==> src/design/tlf_pkg.sv <==
// ----------------------------------------------------------------------------
// tlf_pkg: shared types and constants of the text line folder
// Character codes, register indexes, the command word from the front end to
// the back end, and the result word from the back end to the output queue.
// ----------------------------------------------------------------------------
`default_nettype none

package tlf_pkg;

    localparam int BYTE_W     = 8;
    localparam int FOLD_W     = 6;
    localparam int TAB_W      = 4;
    localparam int CFG_IDX_W  = 1;
    localparam int CFG_DATA_W = 6;

    // Largest tab advance that the tab width register can ask for.
    localparam int TAB_MAX = 15;

    localparam logic [BYTE_W-1:0] CH_BLANK   = 8'd32;
    localparam logic [BYTE_W-1:0] CH_TAB     = 8'd9;
    localparam logic [BYTE_W-1:0] CH_NEWLINE = 8'd10;

    localparam logic [FOLD_W-1:0] FOLD_RESET = 6'd10;
    localparam logic [TAB_W-1:0]  TAB_RESET  = 4'd4;

    localparam logic [CFG_IDX_W-1:0] CFG_FOLD_COLUMN = 1'd0;
    localparam logic [CFG_IDX_W-1:0] CFG_TAB_WIDTH   = 1'd1;

    typedef logic [1:0] kind_t;

    localparam kind_t K_CHAR    = 2'd0;
    localparam kind_t K_NEWLINE = 2'd1;
    localparam kind_t K_FLUSH   = 2'd2;

    typedef struct packed {
        kind_t             kind;
        logic [BYTE_W-1:0] ch;
        logic              is_blank;
        logic              is_tab;
    } cmd_t;

    typedef struct packed {
        logic [BYTE_W-1:0] data;
        logic              last;
    } res_t;

    function automatic logic is_blank_char(input logic [BYTE_W-1:0] c);
        return (c == CH_BLANK) || (c == CH_TAB);
    endfunction

endpackage

`default_nettype wire

==> src/design/text_line_folder.sv <==
// ----------------------------------------------------------------------------
// text_line_folder: word wrap of a byte stream at a set column
//
//   Channel   Direction  Handshake          Payload
//   input     in         push / full        in_byte, end_of_text
//   result    out        empty / pop        out_byte, last
//   config    in         cfg_we             cfg_index, cfg_wdata
//
// A character that does not fold passes the check and append states; bytes and
// newlines go out one a cycle while the result queue has room. A fold at a
// blank adds shift, scan and recheck states to rebuild column and break point.
// After a tab width write, the next character first rebuilds the tab phase.
// Reset clears the line. Two-entry queues on both sides let input and output
// stall independently; a full result queue holds the engine.
// ----------------------------------------------------------------------------
`default_nettype none

module text_line_folder #(
    parameter int MAX_COLUMNS = 32
) (
    input  wire logic                           clk,
    input  wire logic                           rst_n,
    input  wire logic                           push,
    output logic                                full,
    input  wire logic [tlf_pkg::BYTE_W-1:0]     in_byte,
    input  wire logic                           end_of_text,
    output logic                                empty,
    input  wire logic                           pop,
    output logic [tlf_pkg::BYTE_W-1:0]          out_byte,
    output logic                                last,
    input  wire logic                           cfg_we,
    input  wire logic [tlf_pkg::CFG_IDX_W-1:0]  cfg_index,
    input  wire logic [tlf_pkg::CFG_DATA_W-1:0] cfg_wdata
);
    import tlf_pkg::*;

    cmd_t cmd;
    logic cmd_valid;
    logic cmd_pop;
    res_t res;
    logic res_push;
    logic res_full;

    tlf_front u_front (
        .clk         (clk),
        .rst_n       (rst_n),
        .push        (push),
        .full        (full),
        .in_byte     (in_byte),
        .end_of_text (end_of_text),
        .cmd_valid   (cmd_valid),
        .cmd         (cmd),
        .cmd_pop     (cmd_pop)
    );

    tlf_back #(
        .MAX_COLUMNS (MAX_COLUMNS)
    ) u_back (
        .clk       (clk),
        .rst_n     (rst_n),
        .cfg_we    (cfg_we),
        .cfg_index (cfg_index),
        .cfg_wdata (cfg_wdata),
        .cmd_valid (cmd_valid),
        .cmd       (cmd),
        .cmd_pop   (cmd_pop),
        .res_push  (res_push),
        .res       (res),
        .res_full  (res_full)
    );

    tlf_outq u_outq (
        .clk      (clk),
        .rst_n    (rst_n),
        .res_push (res_push),
        .res      (res),
        .res_full (res_full),
        .empty    (empty),
        .pop      (pop),
        .out_byte (out_byte),
        .last     (last)
    );

endmodule

`default_nettype wire

==> src/design/tlf_front.sv <==
// ----------------------------------------------------------------------------
// tlf_front: request intake and classification
// Accepts input requests, sorts them into flush, newline and character
// commands, and holds them in a two-entry queue for the back end.
// ----------------------------------------------------------------------------
`default_nettype none

module tlf_front (
    input  wire logic                      clk,
    input  wire logic                      rst_n,
    input  wire logic                      push,
    output logic                           full,
    input  wire logic [tlf_pkg::BYTE_W-1:0] in_byte,
    input  wire logic                      end_of_text,
    output logic                           cmd_valid,
    output tlf_pkg::cmd_t                  cmd,
    input  wire logic                      cmd_pop
);
    import tlf_pkg::*;

    localparam int DEPTH = 2;

    cmd_t       q_reg [DEPTH];
    logic       wr_ptr_reg;
    logic       rd_ptr_reg;
    logic [1:0] count_reg;
    cmd_t       new_cmd;
    logic       do_push;
    logic       do_pop;

    always_comb
    begin
        new_cmd.ch       = in_byte;
        new_cmd.is_tab   = (in_byte == CH_TAB);
        new_cmd.is_blank = is_blank_char(in_byte);
        if (end_of_text)
        begin
            new_cmd.kind = K_FLUSH;
        end
        else if (in_byte == CH_NEWLINE)
        begin
            new_cmd.kind = K_NEWLINE;
        end
        else
        begin
            new_cmd.kind = K_CHAR;
        end
    end

    assign full      = (count_reg == 2'(DEPTH));
    assign cmd_valid = (count_reg != 2'd0);
    assign cmd       = q_reg[rd_ptr_reg];
    assign do_push   = push && !full;
    assign do_pop    = cmd_pop && cmd_valid;

    always_ff @(posedge clk)
    begin
        if (do_push)
        begin
            q_reg[wr_ptr_reg] <= new_cmd;
        end
    end

    always_ff @(posedge clk or negedge rst_n)
    begin
        if (!rst_n)
        begin
            wr_ptr_reg <= 1'b0;
            rd_ptr_reg <= 1'b0;
            count_reg  <= 2'd0;
        end
        else
        begin
            if (do_push)
            begin
                wr_ptr_reg <= !wr_ptr_reg;
            end
            if (do_pop)
            begin
                rd_ptr_reg <= !rd_ptr_reg;
            end
            if (do_push && !do_pop)
            begin
                count_reg <= count_reg + 2'd1;
            end
            else if (do_pop && !do_push)
            begin
                count_reg <= count_reg - 2'd1;
            end
        end
    end

endmodule

`default_nettype wire

==> src/design/tlf_outq.sv <==
// ----------------------------------------------------------------------------
// tlf_outq: result queue
// Two-entry queue between the back end and the result port, so that the
// back end keeps working while a finished result waits to be taken.
// ----------------------------------------------------------------------------
`default_nettype none

module tlf_outq (
    input  wire logic                      clk,
    input  wire logic                      rst_n,
    input  wire logic                      res_push,
    input  wire tlf_pkg::res_t             res,
    output logic                           res_full,
    output logic                           empty,
    input  wire logic                      pop,
    output logic [tlf_pkg::BYTE_W-1:0]     out_byte,
    output logic                           last
);
    import tlf_pkg::*;

    localparam int DEPTH = 2;

    res_t       q_reg [DEPTH];
    logic       wr_ptr_reg;
    logic       rd_ptr_reg;
    logic [1:0] count_reg;
    logic       do_push;
    logic       do_pop;

    assign res_full = (count_reg == 2'(DEPTH));
    assign empty    = (count_reg == 2'd0);
    assign out_byte = q_reg[rd_ptr_reg].data;
    assign last     = q_reg[rd_ptr_reg].last;
    assign do_push  = res_push && !res_full;
    assign do_pop   = pop && !empty;

    always_ff @(posedge clk)
    begin
        if (do_push)
        begin
            q_reg[wr_ptr_reg] <= res;
        end
    end

    always_ff @(posedge clk or negedge rst_n)
    begin
        if (!rst_n)
        begin
            wr_ptr_reg <= 1'b0;
            rd_ptr_reg <= 1'b0;
            count_reg  <= 2'd0;
        end
        else
        begin
            if (do_push)
            begin
                wr_ptr_reg <= !wr_ptr_reg;
            end
            if (do_pop)
            begin
                rd_ptr_reg <= !rd_ptr_reg;
            end
            if (do_push && !do_pop)
            begin
                count_reg <= count_reg + 2'd1;
            end
            else if (do_pop && !do_push)
            begin
                count_reg <= count_reg - 2'd1;
            end
        end
    end

endmodule

`default_nettype wire

==> src/design/tlf_back.sv <==
// ----------------------------------------------------------------------------
// tlf_back: line buffer and fold engine
// Keeps the pending line in a circular buffer, tracks column, tab phase and
// break point; folded text goes one byte a cycle while the result queue has room.
// ----------------------------------------------------------------------------
`default_nettype none

module tlf_back #(
    parameter int MAX_COLUMNS = 32
) (
    input  wire logic                         clk,
    input  wire logic                         rst_n,
    input  wire logic                         cfg_we,
    input  wire logic [tlf_pkg::CFG_IDX_W-1:0]  cfg_index,
    input  wire logic [tlf_pkg::CFG_DATA_W-1:0] cfg_wdata,
    input  wire logic                         cmd_valid,
    input  wire tlf_pkg::cmd_t                cmd,
    output logic                              cmd_pop,
    output logic                              res_push,
    output tlf_pkg::res_t                     res,
    input  wire logic                         res_full
);
    import tlf_pkg::*;

    localparam int AW   = $clog2(MAX_COLUMNS);
    localparam int CW   = $clog2(MAX_COLUMNS + 1);
    localparam int COLW = $clog2((MAX_COLUMNS + 1) * TAB_MAX + 1);
    localparam int MBW  = $clog2(COLW);

    localparam logic [3:0] S_IDLE    = 4'd0;
    localparam logic [3:0] S_MOD     = 4'd1;
    localparam logic [3:0] S_CHECK   = 4'd2;
    localparam logic [3:0] S_EMIT    = 4'd3;
    localparam logic [3:0] S_SHIFT   = 4'd4;
    localparam logic [3:0] S_SCAN    = 4'd5;
    localparam logic [3:0] S_RECHECK = 4'd6;
    localparam logic [3:0] S_NL      = 4'd7;
    localparam logic [3:0] S_APPEND  = 4'd8;

    localparam logic [1:0] E_CLEAR = 2'd0;
    localparam logic [1:0] E_NL    = 2'd1;
    localparam logic [1:0] E_SHIFT = 2'd2;

    localparam logic [1:0] N_CLEAR_IDLE   = 2'd0;
    localparam logic [1:0] N_CLEAR_APPEND = 2'd1;
    localparam logic [1:0] N_APPEND       = 2'd2;
    localparam logic [1:0] N_HARD         = 2'd3;

    typedef struct packed {
        logic [COLW-1:0]  col;
        logic [TAB_W-1:0] rem;
    } colrem_t;

    // Column after one byte; rem is the column modulo the tab width.
    function automatic colrem_t col_step(input logic [COLW-1:0] col,
                                         input logic [TAB_W-1:0] rem,
                                         input logic is_tab,
                                         input logic [TAB_W-1:0] tw);
        colrem_t          r;
        logic [TAB_W-1:0] r1;
        r1 = rem + TAB_W'(1);
        if (is_tab)
        begin
            r.col = col + COLW'(tw - rem);
            r.rem = '0;
        end
        else
        begin
            r.col = col + COLW'(1);
            r.rem = (r1 == tw) ? '0 : r1;
        end
        return r;
    endfunction

    function automatic logic [AW-1:0] phys(input logic [AW-1:0] base,
                                           input logic [CW-1:0] off);
        logic [CW:0] sum;
        sum = (CW+1)'(base) + (CW+1)'(off);
        if (sum >= (CW+1)'(MAX_COLUMNS))
        begin
            sum = sum - (CW+1)'(MAX_COLUMNS);
        end
        return AW'(sum);
    endfunction

    logic [BYTE_W-1:0] line_mem [MAX_COLUMNS];
    logic [BYTE_W-1:0] rd_data_reg;

    logic [FOLD_W-1:0] fold_reg;
    logic [TAB_W-1:0]  tab_reg;

    logic [3:0]        state_reg,      state_next;
    cmd_t              cmd_reg,        cmd_next;
    logic [CW-1:0]     fill_reg,       fill_next;
    logic [COLW-1:0]   col_reg,        col_next;
    logic [TAB_W-1:0]  rem_reg,        rem_next;
    logic              stale_reg,      stale_next;
    logic [AW-1:0]     brk_reg,        brk_next;
    logic              prev_blank_reg, prev_blank_next;
    logic [AW-1:0]     head_reg,       head_next;
    logic [AW-1:0]     i_reg,          i_next;
    logic [CW-1:0]     emit_n_reg,     emit_n_next;
    logic              emit_last_reg,  emit_last_next;
    logic [1:0]        emit_then_reg,  emit_then_next;
    logic              nl_last_reg,    nl_last_next;
    logic [1:0]        nl_then_reg,    nl_then_next;
    logic [MBW-1:0]    mod_bit_reg,    mod_bit_next;

    logic [TAB_W-1:0]  tw_eff;
    colrem_t           cur_step;
    colrem_t           scan_step;
    logic              cur_ovf;
    logic              rd_blank;
    logic              i_final;
    logic [CW-1:0]     i_plus1;
    logic [CW-1:0]     rd_off;
    logic [AW-1:0]     rd_addr;
    logic [AW-1:0]     wr_addr;
    logic              mem_we;
    logic              do_clear;
    logic              second;
    logic [TAB_W:0]    mod_tmp;

    assign tw_eff    = (tab_reg == '0) ? TAB_W'(1) : tab_reg;
    assign cur_step  = col_step(col_reg, rem_reg, cmd_reg.is_tab, tw_eff);
    assign scan_step = col_step(col_reg, rem_reg, (rd_data_reg == CH_TAB), tw_eff);
    assign cur_ovf   = (fill_reg >= CW'(MAX_COLUMNS)) || (cur_step.col > COLW'(fold_reg));
    assign rd_blank  = is_blank_char(rd_data_reg);
    assign i_plus1   = CW'(i_reg) + CW'(1);
    assign rd_addr   = phys(head_reg, rd_off);
    assign wr_addr   = phys(head_reg, fill_reg);

    always_comb
    begin
        state_next      = state_reg;
        cmd_next        = cmd_reg;
        fill_next       = fill_reg;
        col_next        = col_reg;
        rem_next        = rem_reg;
        stale_next      = stale_reg;
        brk_next        = brk_reg;
        prev_blank_next = prev_blank_reg;
        head_next       = head_reg;
        i_next          = i_reg;
        emit_n_next     = emit_n_reg;
        emit_last_next  = emit_last_reg;
        emit_then_next  = emit_then_reg;
        nl_last_next    = nl_last_reg;
        nl_then_next    = nl_then_reg;
        mod_bit_next    = mod_bit_reg;
        cmd_pop         = 1'b0;
        res_push        = 1'b0;
        res             = '0;
        mem_we          = 1'b0;
        rd_off          = '0;
        do_clear        = 1'b0;
        second          = 1'b0;
        mod_tmp         = '0;
        i_final         = 1'b0;

        unique case (state_reg)
            S_IDLE:
            begin
                if (cmd_valid)
                begin
                    cmd_pop  = 1'b1;
                    cmd_next = cmd;
                    if ((cmd.kind == K_CHAR) && stale_reg)
                    begin
                        rem_next     = '0;
                        mod_bit_next = MBW'(COLW - 1);
                        state_next   = S_MOD;
                    end
                    else
                    begin
                        state_next = S_CHECK;
                    end
                end
            end

            // Restoring remainder, one column bit a cycle, to get the tab
            // phase back after the tab width is rewritten or the column wraps.
            S_MOD:
            begin
                mod_tmp = {rem_reg, col_reg[mod_bit_reg]};
                if (mod_tmp >= {1'b0, tw_eff})
                begin
                    mod_tmp = mod_tmp - {1'b0, tw_eff};
                end
                rem_next = mod_tmp[TAB_W-1:0];
                if (mod_bit_reg == '0)
                begin
                    stale_next = 1'b0;
                    state_next = S_CHECK;
                end
                else
                begin
                    mod_bit_next = mod_bit_reg - MBW'(1);
                end
            end

            S_CHECK:
            begin
                i_next = '0;
                unique case (cmd_reg.kind)
                    K_FLUSH:
                    begin
                        if (fill_reg != '0)
                        begin
                            emit_n_next    = fill_reg;
                            emit_last_next = 1'b1;
                            emit_then_next = E_CLEAR;
                            state_next     = S_EMIT;
                        end
                        else
                        begin
                            do_clear   = 1'b1;
                            state_next = S_IDLE;
                        end
                    end
                    K_NEWLINE:
                    begin
                        nl_last_next = 1'b1;
                        nl_then_next = N_CLEAR_IDLE;
                        if (fill_reg != '0)
                        begin
                            emit_n_next    = fill_reg;
                            emit_last_next = 1'b0;
                            emit_then_next = E_NL;
                            state_next     = S_EMIT;
                        end
                        else
                        begin
                            state_next = S_NL;
                        end
                    end
                    default:
                    begin
                        if ((fill_reg != '0) && cur_ovf)
                        begin
                            emit_last_next = 1'b0;
                            state_next     = S_EMIT;
                            if (brk_reg != '0)
                            begin
                                emit_n_next    = CW'(brk_reg);
                                emit_then_next = E_SHIFT;
                            end
                            else
                            begin
                                emit_n_next    = fill_reg;
                                emit_then_next = E_NL;
                                nl_last_next   = 1'b1;
                                nl_then_next   = N_CLEAR_APPEND;
                            end
                        end
                        else
                        begin
                            state_next = S_APPEND;
                        end
                    end
                endcase
            end

            // Read data for offset i is already registered; the next offset
            // is addressed in the same cycle the byte leaves.
            S_EMIT:
            begin
                i_final = (i_plus1 == emit_n_reg);
                rd_off  = CW'(i_reg);
                if (!res_full)
                begin
                    res_push  = 1'b1;
                    res.data  = rd_data_reg;
                    res.last  = emit_last_reg && i_final;
                    if (i_final)
                    begin
                        unique case (emit_then_reg)
                            E_CLEAR:
                            begin
                                do_clear   = 1'b1;
                                state_next = S_IDLE;
                            end
                            E_NL:
                            begin
                                state_next = S_NL;
                            end
                            default:
                            begin
                                state_next = S_SHIFT;
                            end
                        endcase
                    end
                    else
                    begin
                        i_next = AW'(i_plus1);
                        rd_off = i_plus1;
                    end
                end
            end

            // Drop the bytes before the break point by moving the head.
            S_SHIFT:
            begin
                rd_off          = CW'(brk_reg);
                head_next       = rd_addr;
                fill_next       = fill_reg - CW'(brk_reg);
                col_next        = '0;
                rem_next        = '0;
                stale_next      = 1'b0;
                brk_next        = '0;
                prev_blank_next = 1'b1;
                i_next          = '0;
                state_next      = (fill_reg == CW'(brk_reg)) ? S_RECHECK : S_SCAN;
            end

            S_SCAN:
            begin
                i_final = (i_plus1 == fill_reg);
                rd_off  = i_plus1;
                if (rd_blank && !prev_blank_reg)
                begin
                    brk_next = i_reg;
                end
                col_next        = scan_step.col;
                rem_next        = scan_step.rem;
                prev_blank_next = rd_blank;
                if (i_final)
                begin
                    state_next = S_RECHECK;
                end
                else
                begin
                    i_next = AW'(i_plus1);
                end
            end

            S_RECHECK:
            begin
                second       = (fill_reg != '0) && cur_ovf;
                nl_last_next = !second;
                nl_then_next = second ? N_HARD : N_APPEND;
                state_next   = S_NL;
            end

            S_NL:
            begin
                if (!res_full)
                begin
                    res_push = 1'b1;
                    res.data = CH_NEWLINE;
                    res.last = nl_last_reg;
                    unique case (nl_then_reg)
                        N_CLEAR_IDLE:
                        begin
                            do_clear   = 1'b1;
                            state_next = S_IDLE;
                        end
                        N_CLEAR_APPEND:
                        begin
                            do_clear   = 1'b1;
                            state_next = S_APPEND;
                        end
                        N_APPEND:
                        begin
                            state_next = S_APPEND;
                        end
                        default:
                        begin
                            i_next         = '0;
                            emit_n_next    = fill_reg;
                            emit_last_next = 1'b0;
                            emit_then_next = E_NL;
                            nl_last_next   = 1'b1;
                            nl_then_next   = N_CLEAR_APPEND;
                            state_next     = S_EMIT;
                        end
                    endcase
                end
            end

            S_APPEND:
            begin
                if (fill_reg < CW'(MAX_COLUMNS))
                begin
                    mem_we = 1'b1;
                    if (cmd_reg.is_blank && !prev_blank_reg)
                    begin
                        brk_next = AW'(fill_reg);
                    end
                    fill_next       = fill_reg + CW'(1);
                    // The column register keeps six bits; if that wraps, the
                    // tab phase has to be rebuilt before the next character.
                    col_next        = COLW'(cur_step.col[FOLD_W-1:0]);
                    rem_next        = cur_step.rem;
                    prev_blank_next = cmd_reg.is_blank;
                    if ((cur_step.col >> FOLD_W) != '0)
                    begin
                        stale_next = 1'b1;
                    end
                end
                state_next = S_IDLE;
            end

            default:
            begin
                state_next = S_IDLE;
            end
        endcase

        if (do_clear)
        begin
            fill_next       = '0;
            col_next        = '0;
            rem_next        = '0;
            stale_next      = 1'b0;
            brk_next        = '0;
            prev_blank_next = 1'b1;
        end

        if (cfg_we && (cfg_index == CFG_TAB_WIDTH))
        begin
            stale_next = 1'b1;
        end
    end

    always_ff @(posedge clk)
    begin
        if (mem_we)
        begin
            line_mem[wr_addr] <= cmd_reg.ch;
        end
        rd_data_reg <= line_mem[rd_addr];
        cmd_reg     <= cmd_next;
    end

    always_ff @(posedge clk or negedge rst_n)
    begin
        if (!rst_n)
        begin
            fold_reg <= FOLD_RESET;
            tab_reg  <= TAB_RESET;
        end
        else if (cfg_we)
        begin
            unique case (cfg_index)
                CFG_FOLD_COLUMN: fold_reg <= cfg_wdata;
                CFG_TAB_WIDTH:   tab_reg  <= cfg_wdata[TAB_W-1:0];
                default:
                begin
                end
            endcase
        end
    end

    always_ff @(posedge clk or negedge rst_n)
    begin
        if (!rst_n)
        begin
            state_reg      <= S_IDLE;
            fill_reg       <= '0;
            col_reg        <= '0;
            rem_reg        <= '0;
            stale_reg      <= 1'b0;
            brk_reg        <= '0;
            prev_blank_reg <= 1'b1;
            head_reg       <= '0;
            i_reg          <= '0;
            emit_n_reg     <= '0;
            emit_last_reg  <= 1'b0;
            emit_then_reg  <= E_CLEAR;
            nl_last_reg    <= 1'b0;
            nl_then_reg    <= N_CLEAR_IDLE;
            mod_bit_reg    <= '0;
        end
        else
        begin
            state_reg      <= state_next;
            fill_reg       <= fill_next;
            col_reg        <= col_next;
            rem_reg        <= rem_next;
            stale_reg      <= stale_next;
            brk_reg        <= brk_next;
            prev_blank_reg <= prev_blank_next;
            head_reg       <= head_next;
            i_reg          <= i_next;
            emit_n_reg     <= emit_n_next;
            emit_last_reg  <= emit_last_next;
            emit_then_reg  <= emit_then_next;
            nl_last_reg    <= nl_last_next;
            nl_then_reg    <= nl_then_next;
            mod_bit_reg    <= mod_bit_next;
        end
    end

endmodule

`default_nettype wire
==> config.mk <==
export PLATFORM = sky130hd
export DESIGN_NAME = text_line_folder
export DESIGN_NICKNAME = d
export VERILOG_FILES = /design/src/design/tlf_pkg.sv /design/src/design/text_line_folder.sv /design/src/design/tlf_front.sv /design/src/design/tlf_outq.sv /design/src/design/tlf_back.sv
export SDC_FILE = /design/constraint.sdc
export NUM_CORES = 1
export LEC_CHECK = 0
export ABC_AREA = 1
export ABC_CLOCK_PERIOD_IN_PS = 8400
export BUFFER_PORTS_ARGS = -buffer_cell sky130_fd_sc_hd__clkbuf_2
export CAP_MARGIN = 10
export CORE_ASPECT_RATIO = 0.75
export CORE_MARGIN = 2
export CORE_UTILIZATION = 48
export CTS_BUF_LIST = sky130_fd_sc_hd__clkbuf_2 sky130_fd_sc_hd__clkbuf_4 sky130_fd_sc_hd__clkbuf_8
export DETAILED_ROUTE_END_ITERATION = 8
export GPL_TIMING_DRIVEN = 0
export PLACE_DENSITY = 0.7
export SLEW_MARGIN = 10
export SYNTH_ARGS = -nofsm -noshare
export SYNTH_HDL_FRONTEND = slang
export SYNTH_SLANG_ARGS = --single-unit
==> constraint.sdc <==
create_clock -name clk -period 8.4 [get_ports clk]
set_clock_uncertainty 0.05 [all_clocks]
set_input_delay 0.84 -clock clk [delete_from_list [all_inputs] [get_ports clk]]
set_output_delay 0.84 -clock clk [all_outputs]
set_load 0.01 [all_outputs]
Word level (Yosys, flattened, before mapping)
Memories as Yosys holds them, arrays and structs flattened. A register that Yosys moved wholly into a read port is not among the register bits.
Index checks and enable logic that the tools add are counted.
{"block": "word_totals", "elab_cells": 301, "mem_count": 3, "regBits": 86, "ramBits": 298}
{"block": "op_classes", "magnitude_cmp": 7, "n_mux": 124, "bitwise": 1, "reduce_logical": 71, "n_eq_ne": 51, "add_sub_neg": 17}
{"memory": "u_back.line_mem", "depth": 32, "word_bits": 8, "read_ports": 1, "rd_clocked_by_memory_dff": 1, "write_ports": 1, "line_no": "tlf_back.sv:86", "source": "logic [BYTE_W-1:0] line_mem [MAX_COLUMNS];"}
{"memory": "u_front.q_reg", "depth": 2, "word_bits": 12, "read_ports": 1, "rd_clocked_by_memory_dff": 0, "write_ports": 1, "line_no": "tlf_front.sv:23", "source": "cmd_t q_reg [DEPTH];"}
{"memory": "u_outq.q_reg", "depth": 2, "word_bits": 9, "read_ports": 1, "rd_clocked_by_memory_dff": 0, "write_ports": 1, "line_no": "tlf_outq.sv:23", "source": "res_t q_reg [DEPTH];"}
{"op": "$mux 4", "count": 17}
{"op": "$mux 5", "count": 12}
{"op": "$mux 6", "count": 10}
{"op": "$mux 1", "count": 38}
{"op": "$mux 2", "count": 16}
{"op": "$pmux 4 s8", "count": 1}
{"op": "$mux 9", "count": 3}
{"op": "$pmux 9 s3", "count": 1}
{"op": "$mux 13", "count": 2}
{"op": "$eq 8x4->1 const B", "count": 3}
{"op": "$pmux 4 s2", "count": 3}
{"op": "$pmux 6 s2", "count": 2}
{"op": "$reduce_and 6->1", "count": 4}
{"op": "$pmux 4 s5", "count": 1}
{"op": "$pmux 5 s4", "count": 1}
{"op": "$pmux 6 s3", "count": 1}
{"op": "$pmux 9 s2", "count": 1}
{"op": "$eq 4x3->1 const B", "count": 4}
{"op": "$eq 8x6->1 const B", "count": 2}
{"op": "$ne 2x2->1 const B", "count": 8}
{"op": "$ne 4x1->1 const B", "count": 4}
{"op": "$reduce_and 4->1", "count": 4}
{"op": "$ne 3x1->1 const B", "count": 5}
{"op": "$ne 3x2->1 const B", "count": 5}
{"op": "other kinds (53)", "count": 123}

Depth between registers and ports, before layout
Gate-level depths: netlist (run 1).
{"block": "depth", "ltp_word": 11, "ltp_mapped": 29, "ltp_nobuf": 29}

Hierarchy
A second synthesis (run 1) with hierarchy kept.
{"block": "unflattened", "cells_unflattened": 1885, "area_unflattened_um2": 18863.1}
{"module": "tlf_back", "cells_each": 1686, "area_per_inst_um2": 16761.1, "seq_area_each_um2": 9864.5, "instances": 1}
{"module": "tlf_front", "cells_each": 121, "area_per_inst_um2": 1221.2, "seq_area_each_um2": 820.8, "instances": 1}
{"module": "tlf_outq", "cells_each": 78, "area_per_inst_um2": 880.8, "seq_area_each_um2": 640.6, "instances": 1}

Least setup slack after synthesis (run 1)
Ideal clock, no wire load.
{"block": "synth_path", "path_type": "flip-flop to flip-flop", "start": "register u_back.tab_reg[2]", "end": "register u_back.emit_n_reg[3]", "n_path_buf": 1, "setup_time_ns": 0.076, "required_time_ns": 8.274, "stages_incl_launch_ff": 27, "path_slack_ns": 4.355, "t_arrival_ns": 3.918, "path_cell_list": "dfstp_2 -> inv_2 -> a31oi_1 -> ha_1 -> inv_1 -> fa_1 -> inv_1 -> fa_1 -> inv_1 -> nand3_1 -> nand2_1 -> xnor2_1 -> mux2i_1 -> ha_1 -> nand2_1 -> o21bai_1 -> nand2_1 -> o21ai_0 -> nand2_1 -> a21oi_1 -> nand2_1 -> nand2_2 -> nand3_2 -> nand2_1 -> buf_6 -> nand2_1 -> o21ai_1"}
{"block": "synth_between", "elab_chain_len": 10}
{"element": "start: declaration", "line_no": "tlf_back.sv:90", "source": "logic [TAB_W-1:0] tab_reg;"}
{"element": "start signal: assignment", "line_no": "tlf_back.sv:447", "source": "CFG_TAB_WIDTH: tab_reg <= cfg_wdata[TAB_W-1:0];"}
{"element": "$logic_not 4->1", "line_no": "tlf_back.sv:124", "source": "assign tw_eff = (tab_reg == '0) ? TAB_W'(1) : tab_reg;"}
{"element": "$mux 4 *", "line_no": "tlf_back.sv:124"}
{"element": "$sub 4x4->5 *", "line_no": "tlf_back.sv:64", "source": "r.col = col + COLW'(tw - rem);"}
{"element": "$add 9x9->9 *", "line_no": "tlf_back.sv:64"}
{"element": "$mux 13 *", "line_no": "tlf_back.sv:62", "source": "if (is_tab)"}
{"element": "$gt 9x6->1 *", "line_no": "tlf_back.sv:127", "source": "assign cur_ovf = (fill_reg >= CW'(MAX_COLUMNS)) || (cur_step.col > COLW'(fold_reg));"}
{"element": "$logic_or 1x1->1 *", "line_no": "tlf_back.sv:127"}
{"element": "$logic_and 1x1->1 *", "line_no": "tlf_back.sv:239", "source": "if ((fill_reg != '0) && cur_ovf)"}
{"element": "$ne 3x2->1 (no line) *"}
{"element": "$reduce_and 5->1 (no line) *"}
{"element": "end signal: assignment", "line_no": "tlf_back.sv:486", "source": "emit_n_reg <= emit_n_next;"}
{"element": "end: declaration", "line_no": "tlf_back.sv:102", "source": "logic [CW-1:0] emit_n_reg, emit_n_next;"}
Mark *: on every way between the ends. The rest lies on a longest branch, timed or not.
A chain may end at the register's enable or synchronous reset.

Worst setup path in the final report (run 1)
Same ends and word-level chain as after synthesis.

==> impl_metrics.py, run 1 <==
metrics = {
    "run_status": {
        "run_status": "finished, final reports clean",
    },
    "floorplanning": {
        "core_area_um2": 38600,
        "dieHeight_um": 176,
        "design.portCount": 32,
        "die_area_um2": 41100,
        "rows": 62,
        "floorplan.die.width_um": 233,
        "floorplan.initialDensity_pct": 49.0,
    },
    "clock_tree": {
        "insertion_delay_to_the_later_sink_of_the_worst_skew_pair_ns": 0.63,
        "post-cts-setup-buffers": 0,
        "clkTransAtPathRegs_ns": 0.07,
        "cts_tree": "done",
        "num_cts_buffers": 60,
        "cts_resized": 0,
        "cts_buffer_depth": 3,
        "htreeDepth": 2,
        "ctsRootBufferMaster": "clkbuf_8",
        "tritoncts_num_sinks": 392,
        "cts_hold_buffers": 0,
    },
    "cells_and_area": {
        "final_nets": 2046,
        "area.growth.synth_to_final_pct": 11.4,
        "max_reg_flops": 256,
        "drive_above_1_share_pct": 10.9,
        "antennaDiodeCount": 0,
    },
    "synth": {
        "ys_async_sr_fraction_pct": 18.9,
        "netlist-cell-type-count": 61,
        "synth.top_cells.by_area": "edfxtp_1 (49%), dfrtp_1 (9.2%), nand2_1 (8.2%), nor2_1 (6.0%), ha_1 (3.2%)",
        "ys_warn_count": 0,
        "syn_area_per_cell_um2": 10.1,
        "netlist_area_um2": 18900,
        "synth_edf_count": 310,
        "seq_area_frac_synth_pct": 59.8,
        "ys_seq_elements": 392,
        "netlist_instances": 1873,
        "yosys.area.top_type": "edfxtp_1",
        "post_synthesis_net_count": 1949,
        "synthDominantCellAreaShare_pct": 49.1,
        "synthFlopType": "edfxtp_1",
    },
    "placement": {
        "finalWeightedCongestion": 0.935,
        "place.detailed.hpwl_um": 33000,
        "port_buffers": 31,
    },
    "power_and_ir_drop": {
        "power.share.sequential_pct": 34.1,
        "comb_power_share_pct": 45.7,
        "p_sw_mw": 3.67,
        "switching_share_pct": 43.9,
        "peakVddDrop_uv": 186,
        "power.share.clock_pct": 20.2,
        "pwr_dens_nw_per_um2": 397,
        "static-leakage-power_nw": 8.47,
        "p_int_mw": 4.70,
    },
    "drt": {
        "drt-wirelength-per-cell_um": 18.7,
        "drt_wl_total_um": 47300,
        "antenna_violating_nets_post_route": 0,
        "routed_via_density": 5.58,
        "drt-initial-drc-count": 1668,
        "route.vias.total": 14115,
        "drt_first_pass_iters": 5,
        "route.detailed.drc": 0,
    },
    "worst_setup_path": {
        "worstPathArrival_ns": 5.48,
        "critical_path_start_type": "flop",
        "cp.buffers_inverters": 5,
        "maximum_single_stage_delay_on_the_critical_path_ns": 0.57,
        "category_of_the_critical_setup_timing_path": "reg2reg",
        "worst_path_dominant_cell_family": "adder cells",
        "cp.required_ns": 8.89,
        "critPathSlowestCell": "dfstp_2",
        "setup.worst_path.end_class": "flop",
        "timing.critical_path.fanout_max": 10,
        "cpMostUsedCell": "nand2_1",
    },
    "global_routing": {
        "vias_in_the_first_global_route": 13379,
        "overflow": 0,
        "grt_pass1_wl_um": 73400,
        "grt_antenna_before_repair": 0,
        "aggregate_global_route_resource_usage_pct": 23.2,
        "grt_max_degree": 40,
    },
    "sta": {
        "worst_hold_slack_ns": 0.183,
        "report.final.setup_viol": 0,
        "tightest_slew_ns": 1.27,
        "tns_ns": 0,
        "final-hold-violation-count": 0,
        "unrepaired_setup_endpoints_after_global_routing": "false",
        "slew_headroom_pct": 15.5,
        "max_transition_viols_final": 0,
        "final.period_utilization_pct": 59.5,
        "max_clock_freq_ghz": 0.200,
        "finalCriticalPeriod_ns": 5.00,
    },
    "flow_run": {
        "max_cap_viol_count": 0,
    },
    "min_path": {
        "hold_path.class": "in2async",
    },
}
[metrics by stage]
| stage | power [mW] | cell area, um^2 | cells | util (%) | setup slack, ns |
|---|---|---|---|---|---|
| finish | 8.37 | 21100 | 2530 | 54.6 | 3.40 |
| global placement | 6.51 | 19700 | 2416 | 51.1 | 3.58 |
| floorplan | 5.34 | 18900 | 1873 | - | 4.36 |
| detailed placement | 6.59 | 19800 | 2417 | 51.2 | 3.48 |
| global route | 8.89 | 21100 | 2530 | 54.6 | 3.05 |
| CTS | 8.30 | 21000 | 2527 | 54.5 | 3.41 |
[synth_stat cells (6+ instances only)]
cell	n
dfrtp_1	70
a22oi_1	6
edfxtp_1	310
a21oi_1	39
xor2_1	28
ha_1	49
inv_1	142
nor2_1	303
xnor2_1	15
nand3_1	70
o21ai_1	13
nand2_2	9
clkbuf_1	50
fa_1	6
nand2_1	414
nand4_1	11
inv_2	7
a31oi_1	6
nor3_1	14
nand2_4	6
mux2_2	16
o21ai_0	112
o22ai_1	7
o211ai_1	10
o32ai_1	64
dfxtp_1	8
buf_2	15
[layout by cell type, fill, tap and decap left out, types with 30 or more instances in the layout]
master / netlist / layout
clkbuf_8: 0 / 62
dfrtp_1: 70 / 70
o21ai_0: 112 / 112
nand3_1: 70 / 70
clkbuf_1: 50 / 50
inv_1: 142 / 142
clkbuf_2: 0 / 30
ha_1: 49 / 49
o32ai_1: 64 / 64
edfxtp_1: 310 / 310
a21oi_1: 39 / 38
nand2_1: 414 / 414
nor2_1: 303 / 303
[cells by family after synthesis]
group                    count (synthesis)  synth area share [%]
AO/OA/AOI/OAI                          282                  9.51
buffers and inverters                  225                  4.69
flip-flops                             392                  59.8
XOR/XNOR                                45                  2.16
adder cells (fa/ha/maj)                 55                  3.87
AND/OR/NAND/NOR                        855                  18.9
multiplexers                            19                  1.11
[layout make-up]
class                   instances  area [um^2]
inverters                     154          581
clock buffers                  70          913
flip-flops and latches        392        11300
clock inverters                40          362
well taps                     512          641
repair buffers                 35          243
multi-input cells            1256         6730
plain buffers                  71          308
fillers                      3315        17500
[worst paths after layout]
check                                                       from                           endpoint  slack (ns)  cells past startpoint
worst max-delay path               u_back.tab_reg[2]$_DFFE_PN1P_   u_back.emit_n_reg[3]$_DFFE_PN0P_        3.40                     26
worst min-delay path                                       rst_n  u_back.mod_bit_reg[0]$_DFFE_PN0P_        0.18                      1
worst max register to register     u_back.tab_reg[2]$_DFFE_PN1P_   u_back.emit_n_reg[3]$_DFFE_PN0P_        3.40                     26
worst min register to register  u_back.emit_last_reg$_DFFE_PN0P_   u_back.emit_last_reg$_DFFE_PN0P_        0.44                      2
max in group asynchronous                                  rst_n  u_back.prev_blank_reg$_DFFE_PN1P_        7.42                      2
min in group clk                                    cfg_wdata[2]      u_back.tab_reg[2]$_DFFE_PN1P_        0.38                      3
[power groups by stage]
stage          clock network (mW)  registers [mW]  logic (mW)
2_1_floorplan                   0            2.77        2.57
3_3_place_gp                    0            2.93        3.58
3_5_place_dp                    0            2.95        3.64
4_1_cts                      1.72            2.91        3.67
5_1_grt                      1.80            2.89        4.21
6_report                     1.69            2.86        3.82
[metal layers]
| layer | vias up | GRT usage, % | part of all wire (%) |
|---|---|---|---|
| li1 | 6665 | - | - |
| met1 | 6771 | 35.7 | 46 |
| met2 | 587 | 32.3 | 41 |
| met3 | 92 | 5.93 | 11 |
| met4 | 0 | 6.28 | 2.0 |
| met5 | - | 0 | 0 |
(Power assumes the default switching activity.)
==> inputs of run 2 (changes only) <==
- ABC_CLOCK_PERIOD_IN_PS: 8400 -> 4800
- clock period: 8.4 -> 4.8 ns (I/O delays scaled with it)
==> impl_metrics.py, run 2 (synthesis results as in run 1) <==
metrics = {
    "placement": {
        "finalWeightedCongestion": 0.935,
        "place.detailed.hpwl_um": 33000,
        "port_buffers": 31,
        "placement.cell_area_um2": 19800,
    },
    "min_path": {
        "hold_path.class": "in2reg",
    },
    "floorplanning": {
        "core_area_um2": 38600,
        "rows": 62,
        "floorplan.die.width_um": 233,
        "dieHeight_um": 176,
        "floorplan.initialDensity_pct": 49.0,
        "die_area_um2": 41100,
        "design.portCount": 32,
    },
    "sta": {
        "max_transition_viols_final": 0,
        "finalCriticalPeriod_ns": 4.68,
        "max_clock_freq_ghz": 0.214,
        "report.final.setup_viol": 0,
        "final-hold-violation-count": 0,
        "slew_headroom_pct": 15.7,
        "tightest_slew_ns": 1.26,
        "final.period_utilization_pct": 97.5,
    },
    "clock_tree": {
        "htreeDepth": 2,
        "cts_buffer_depth": 3,
        "ctsRootBufferMaster": "clkbuf_8",
        "cts_tree": "done",
        "num_cts_buffers": 60,
        "tritoncts_num_sinks": 392,
        "insertion_delay_to_the_later_sink_of_the_worst_skew_pair_ns": 0.63,
        "clkTransAtPathRegs_ns": 0.06,
    },
    "global_routing": {
        "grt_pass1_wl_um": 73800,
        "grt_max_degree": 40,
        "vias_in_the_first_global_route": 13472,
        "overflow": 0,
        "grt_antenna_before_repair": 0,
        "aggregate_global_route_resource_usage_pct": 23.3,
    },
    "cells_and_area": {
        "layout.cells.most_common": "nand2_1",
        "regArea_um2": 11300,
        "postLayoutCellArea_um2": 21400,
        "drive_above_1_share_pct": 12.4,
        "final_nets": 2061,
        "area_used_by_multi_input_combinational_logic_um2": 6860,
        "fillCellCount": 3299,
        "final_cell_mix": "nand2_1 (411), edfxtp_1 (310), nor2_1 (302)",
        "max_reg_flops": 256,
        "area.growth.synth_to_final_pct": 12.9,
        "antennaDiodeCount": 0,
    },
    "power_and_ir_drop": {
        "p_total_mw": 14.8,
        "pwr_dens_nw_per_um2": 693,
        "peakVddDrop_uv": 333,
        "static-leakage-power_nw": 8.58,
    },
    "worst_setup_path": {
        "category_of_the_critical_setup_timing_path": "reg2reg",
        "cell_chain_of_the_critical_path": "buf_2 > nor2_1 > nand2_1 > nor2_2 > inv_1 > clkbuf_1 > o211ai_1 > ha_1 > fa_1 > clkbuf_2 > clkbuf_1 > o32ai_1 > nand2_1 > nand2_1 > mux2_2 > nand2_1 > nand2_1",
        "worstPathArrival_ns": 5.18,
        "cp.required_ns": 5.30,
        "timing.critical_path.fanout_max": 10,
        "critPathSlowestCell": "o32ai_1",
        "setup.worst_path.end_class": "flop",
        "maximum_single_stage_delay_on_the_critical_path_ns": 0.51,
        "cpMostUsedCell": "nand2_1",
        "critical_path_start_type": "flop",
    },
    "drt": {
        "drt-initial-drc-count": 1734,
        "drt_first_pass_iters": 6,
        "drt_wl_total_um": 47500,
        "drt-wirelength-per-cell_um": 18.7,
        "antenna_violating_nets_post_route": 0,
        "route.detailed.drc": 0,
        "route.vias.total": 14181,
        "routed_via_density": 5.57,
    },
    "flow_run": {
        "max_cap_viol_count": 0,
    },
    "run_status": {
        "run_status": "finished, final reports clean",
    },
}
## run 2: cell types whose count changed in the layout (fill, tap and decap cells not counted), moves of 3 or more
cell / delta
clkbuf_2: +9
nand2_1: -3
o32ai_2: +6
buf_4: +5
o32ai_1: -6
dlygate4sd3_1: +10
clkbuf_1: -9
## run 2: timing repair
action                                 in CTS  in global routing
buffers inserted                            2                  3
gates resized for setup                     7                 32
hold buffers                               10                  0
setup endpoints to repair                  13                 23
endpoints found under the hold margin      48                  0
pin swaps                                   1                  6
## run 2: power by group
part | internal [mW] | total (mW) | switching (mW)
registers | 4.44 | 5.00 | 0.554
logic | 2.24 | 6.86 | 4.61
clock network | 1.64 | 2.96 | 1.32
## run 2: metrics by stage
stage               hold slack (ns)  setup TNS (ns)  std cells  util [%]  setup WS (ns)
finish                       0.0582               0       2545      55.3          0.120
global route                 0.0426         -0.0257       2545      55.3        -0.0108
detailed placement            0.418          -0.596       2417      51.2         -0.121
floorplan                     0.134               0       1873         -          0.755
CTS                         0.00607               0       2539      54.9         0.0167
global placement              0.417         -0.0809       2416      51.1        -0.0188
## run 2: worst max-delay path, delay by kind of cell, from the launching register on
| kind | cells | cell delay (ns) |
|---|---|---|
| and+or+nand+nor | 7 | 1.26 |
| buffers and inverters | 5 | 1.20 |
| AOI/OAI and AO/OA | 2 | 0.87 |
| adders and majority gates | 2 | 0.70 |
| DFF | 1 | 0.35 |
| muxes | 1 | 0.18 |
## run 2: layout make-up
type                       instances  share of cell area (%)
sequential                       392                    53.0
inverter                         154                    2.72
timing repair buffer              50                    1.78
tap                              512                    3.00
clock inverter                    40                    1.69
multi-input combinational       1256                    32.1
buffer                            71                    1.49
clock buffer                      70                    4.27
## run 2: worst paths after layout
kind,cells after the start,end,slack (ns),from
max in group asynchronous,3,u_back.prev_blank_reg$_DFFE_PN1P_,3.65,rst_n
max reg2reg,17,u_back.rd_data_reg[1]$_DFF_P_,0.12,u_back.state_reg[3]$_DFFE_PN0P_
min in group asynchronous,2,u_back.mod_bit_reg[0]$_DFFE_PN0P_,0.36,rst_n
min reg2reg,2,u_back.emit_last_reg$_DFFE_PN0P_,0.44,u_back.emit_last_reg$_DFFE_PN0P_
max,17,u_back.rd_data_reg[1]$_DFF_P_,0.12,u_back.state_reg[3]$_DFFE_PN0P_
min,1,u_front.q_reg[1][2]$_DFFE_PP_,0.06,in_byte[0]
## run 2: metal layers
layer	track usage [%]	vias to the layer above	share of wire (%)
met5	0	-	0
met4	6.33	0	1.8
met3	5.93	77	11
met2	32.6	606	42
met1	35.7	6800	46
li1	-	6698	-
==> inputs of run 3 (changes only) <==
- MAX_ROUTING_LAYER: default -> met4
==> impl_metrics.py, run 3 (synthesis results as in run 1) <==
metrics = {
    "drt": {
        "routed_via_density": 5.61,
        "route.vias.total": 14252,
        "antenna_violating_nets_post_route": 0,
        "drt_wl_total_um": 47900,
        "drt_first_pass_iters": 5,
        "drt-wirelength-per-cell_um": 18.9,
        "drt-initial-drc-count": 1616,
        "route.detailed.drc": 0,
    },
    "power_and_ir_drop": {
        "switching_share_pct": 44.1,
        "p_int_mw": 8.26,
        "pwr_dens_nw_per_um2": 692,
        "p_sw_mw": 6.51,
        "power.share.sequential_pct": 34.3,
        "power.share.clock_pct": 19.5,
        "peakVddDrop_uv": 364,
        "p_total_mw": 14.8,
        "static-leakage-power_nw": 8.54,
        "comb_power_share_pct": 46.2,
    },
    "worst_setup_path": {
        "critPathSlowestCell": "o32ai_1",
        "timing.critical_path.fanout_max": 10,
        "worstPathArrival_ns": 5.10,
        "regToRegStartpoint": "u_back.state_reg[3]$_DFFE_PN0P_",
        "category_of_the_critical_setup_timing_path": "reg2reg",
        "cpMostUsedCell": "nand2_1",
        "cp.buffers_inverters": 5,
        "cell_chain_of_the_critical_path": "buf_2 > nor2_1 > nand2_1 > nor2_4 > inv_1 > clkbuf_1 > o211ai_1 > ha_1 > fa_1 > clkbuf_2 > clkbuf_2 > o32ai_1 > nand2_1 > nand2_1 > mux2_2 > nand2_1 > nand2_1",
        "reg2reg_setup_slack_ns": 0.21,
        "cp.required_ns": 5.31,
        "setup.worst_path.end_class": "flop",
        "crit-reg2reg-capture": "u_back.rd_data_reg[0]$_DFF_P_",
        "critical_path_start_type": "flop",
        "maximum_single_stage_delay_on_the_critical_path_ns": 0.55,
        "worst_path_dominant_cell_family": "simple AND/OR/NAND/NOR gates",
        "cells_on_worst_reg2reg_path": 17,
    },
    "sta": {
        "finalCriticalPeriod_ns": 4.59,
        "final.period_utilization_pct": 95.7,
        "tightest_slew_ns": 1.26,
        "report.final.setup_viol": 0,
        "max_clock_freq_ghz": 0.218,
        "final_worst_slack_ns": 0.206,
        "tns_ns": 0,
        "max_transition_viols_final": 0,
        "slew_headroom_pct": 16.2,
        "final-hold-violation-count": 0,
    },
    "clock_tree": {
        "cts_tree": "done",
        "tritoncts_num_sinks": 392,
        "cts_buffer_depth": 3,
        "clkTransAtPathRegs_ns": 0.07,
        "num_cts_buffers": 59,
        "htreeDepth": 2,
        "ctsRootBufferMaster": "clkbuf_8",
        "insertion_delay_to_the_later_sink_of_the_worst_skew_pair_ns": 0.62,
    },
    "cells_and_area": {
        "max_reg_flops": 256,
        "area.growth.synth_to_final_pct": 12.6,
        "final_nets": 2057,
        "drive_above_1_share_pct": 12.4,
        "layout.cells.most_common": "nand2_1",
        "antennaDiodeCount": 0,
        "postLayoutCellArea_um2": 21300,
        "final_cell_mix": "nand2_1 (409), edfxtp_1 (310), nor2_1 (302)",
    },
    "global_routing": {
        "overflow": 0,
        "grt_antenna_before_repair": 0,
        "grt_max_degree": 48,
        "aggregate_global_route_resource_usage_pct": 24.2,
        "vias_in_the_first_global_route": 13452,
        "grt_pass1_wl_um": 74600,
    },
    "run_status": {
        "run_status": "finished, final reports clean",
    },
    "floorplanning": {
        "floorplan.die.width_um": 233,
        "rows": 62,
        "dieHeight_um": 176,
        "core_area_um2": 38600,
        "floorplan.initialDensity_pct": 49.0,
        "die_area_um2": 41100,
        "design.portCount": 32,
    },
    "placement": {
        "port_buffers": 31,
        "place.detailed.hpwl_um": 33300,
        "place_worst_setup_slack_ns": -0.117,
        "finalWeightedCongestion": 0.957,
        "placement.cell_area_um2": 19800,
    },
    "min_path": {
        "min_delay_path_depth": 3,
        "hold_path.class": "in2reg",
        "hp-start": "cfg_wdata[1]",
        "hold_path_end": "u_back.fold_reg[1]$_DFFE_PN1P_",
    },
    "flow_run": {
        "max_cap_viol_count": 0,
    },
}
## run 3: worst reg2reg max path, delay by kind of cell (launching register included)
family | cells | cell delay (ns)
muxes | 1 | 0.19
DFF | 1 | 0.37
and+or+nand+nor | 7 | 1.16
AOI/OAI and AO/OA | 2 | 0.92
buffers and inverters | 5 | 1.16
adders and majority gates | 2 | 0.71
## run 3: worst max-delay path by stage
stage / from / end / depth (start not counted)
CTS: u_back.tab_reg[2]$_DFFE_PN1P_ / u_back.emit_n_reg[4]$_DFFE_PN0P_ / 26
detailed placement: u_back.tab_reg[2]$_DFFE_PN1P_ / u_back.emit_n_reg[4]$_DFFE_PN0P_ / 26
finish: u_back.state_reg[3]$_DFFE_PN0P_ / u_back.rd_data_reg[0]$_DFF_P_ / 17
floorplan: u_back.tab_reg[2]$_DFFE_PN1P_ / u_back.emit_n_reg[3]$_DFFE_PN0P_ / 26
global placement: u_back.tab_reg[2]$_DFFE_PN1P_ / u_back.emit_n_reg[3]$_DFFE_PN0P_ / 25
global route: u_back.tab_reg[2]$_DFFE_PN1P_ / u_back.nl_then_reg[0]$_DFFE_PN0P_ / 26
## run 3: stage by stage
stage,hold WS [ns],util [%],cells
2_1_floorplan,0.134,-,1873
3_3_place_gp,0.419,51.1,2416
3_5_place_dp,0.420,51.2,2417
4_1_cts,0.0163,54.7,2536
5_1_grt,0.0544,55.2,2542
6_report,0.0654,55.2,2542
## run 3: what timing repair did
item                       CTS  global route
cloned                       0             1
hold endpoints to repair    39             0
resized for setup            5            40
hold buffers                 9             0
setup endpoints to repair   16            23
setup buffers                0             4
pin swaps                    2             7
## run 3: per-layer routing
layer | wire (um) | vias up | GRT usage, % | part of all wire, %
li1 | - | 6672 | - | -
met2 | 20100 | 610 | 33.4 | 42
met1 | 22400 | 6892 | 36.7 | 47
met5 | 0 | - | - | 0
met4 | 814 | 0 | 5.78 | 1.7
met3 | 4580 | 78 | 4.72 | 9.6
## run 3: cell type report
| type | instances | area, um^2 |
|---|---|---|
| timing repair buffer | 47 | 340 |
| tap | 512 | 641 |
| clock buffer | 82 | 1020 |
| inverter | 154 | 581 |
| fill | 3343 | 17300 |
| buffer | 71 | 319 |
| clock inverter | 28 | 220 |
| multi-input combinational | 1256 | 6880 |
| sequential | 392 | 11300 |
## run 3: power by group through the flow
stage               Combinational [mW]  Clock (mW)  Sequential, mW
floorplan                         4.49           0            4.85
global placement                  6.28           0            5.13
detailed placement                6.40           0            5.15
CTS                               6.46        2.92            5.09
global route                      7.48        3.07            5.12
finish                            6.82        2.88            5.06
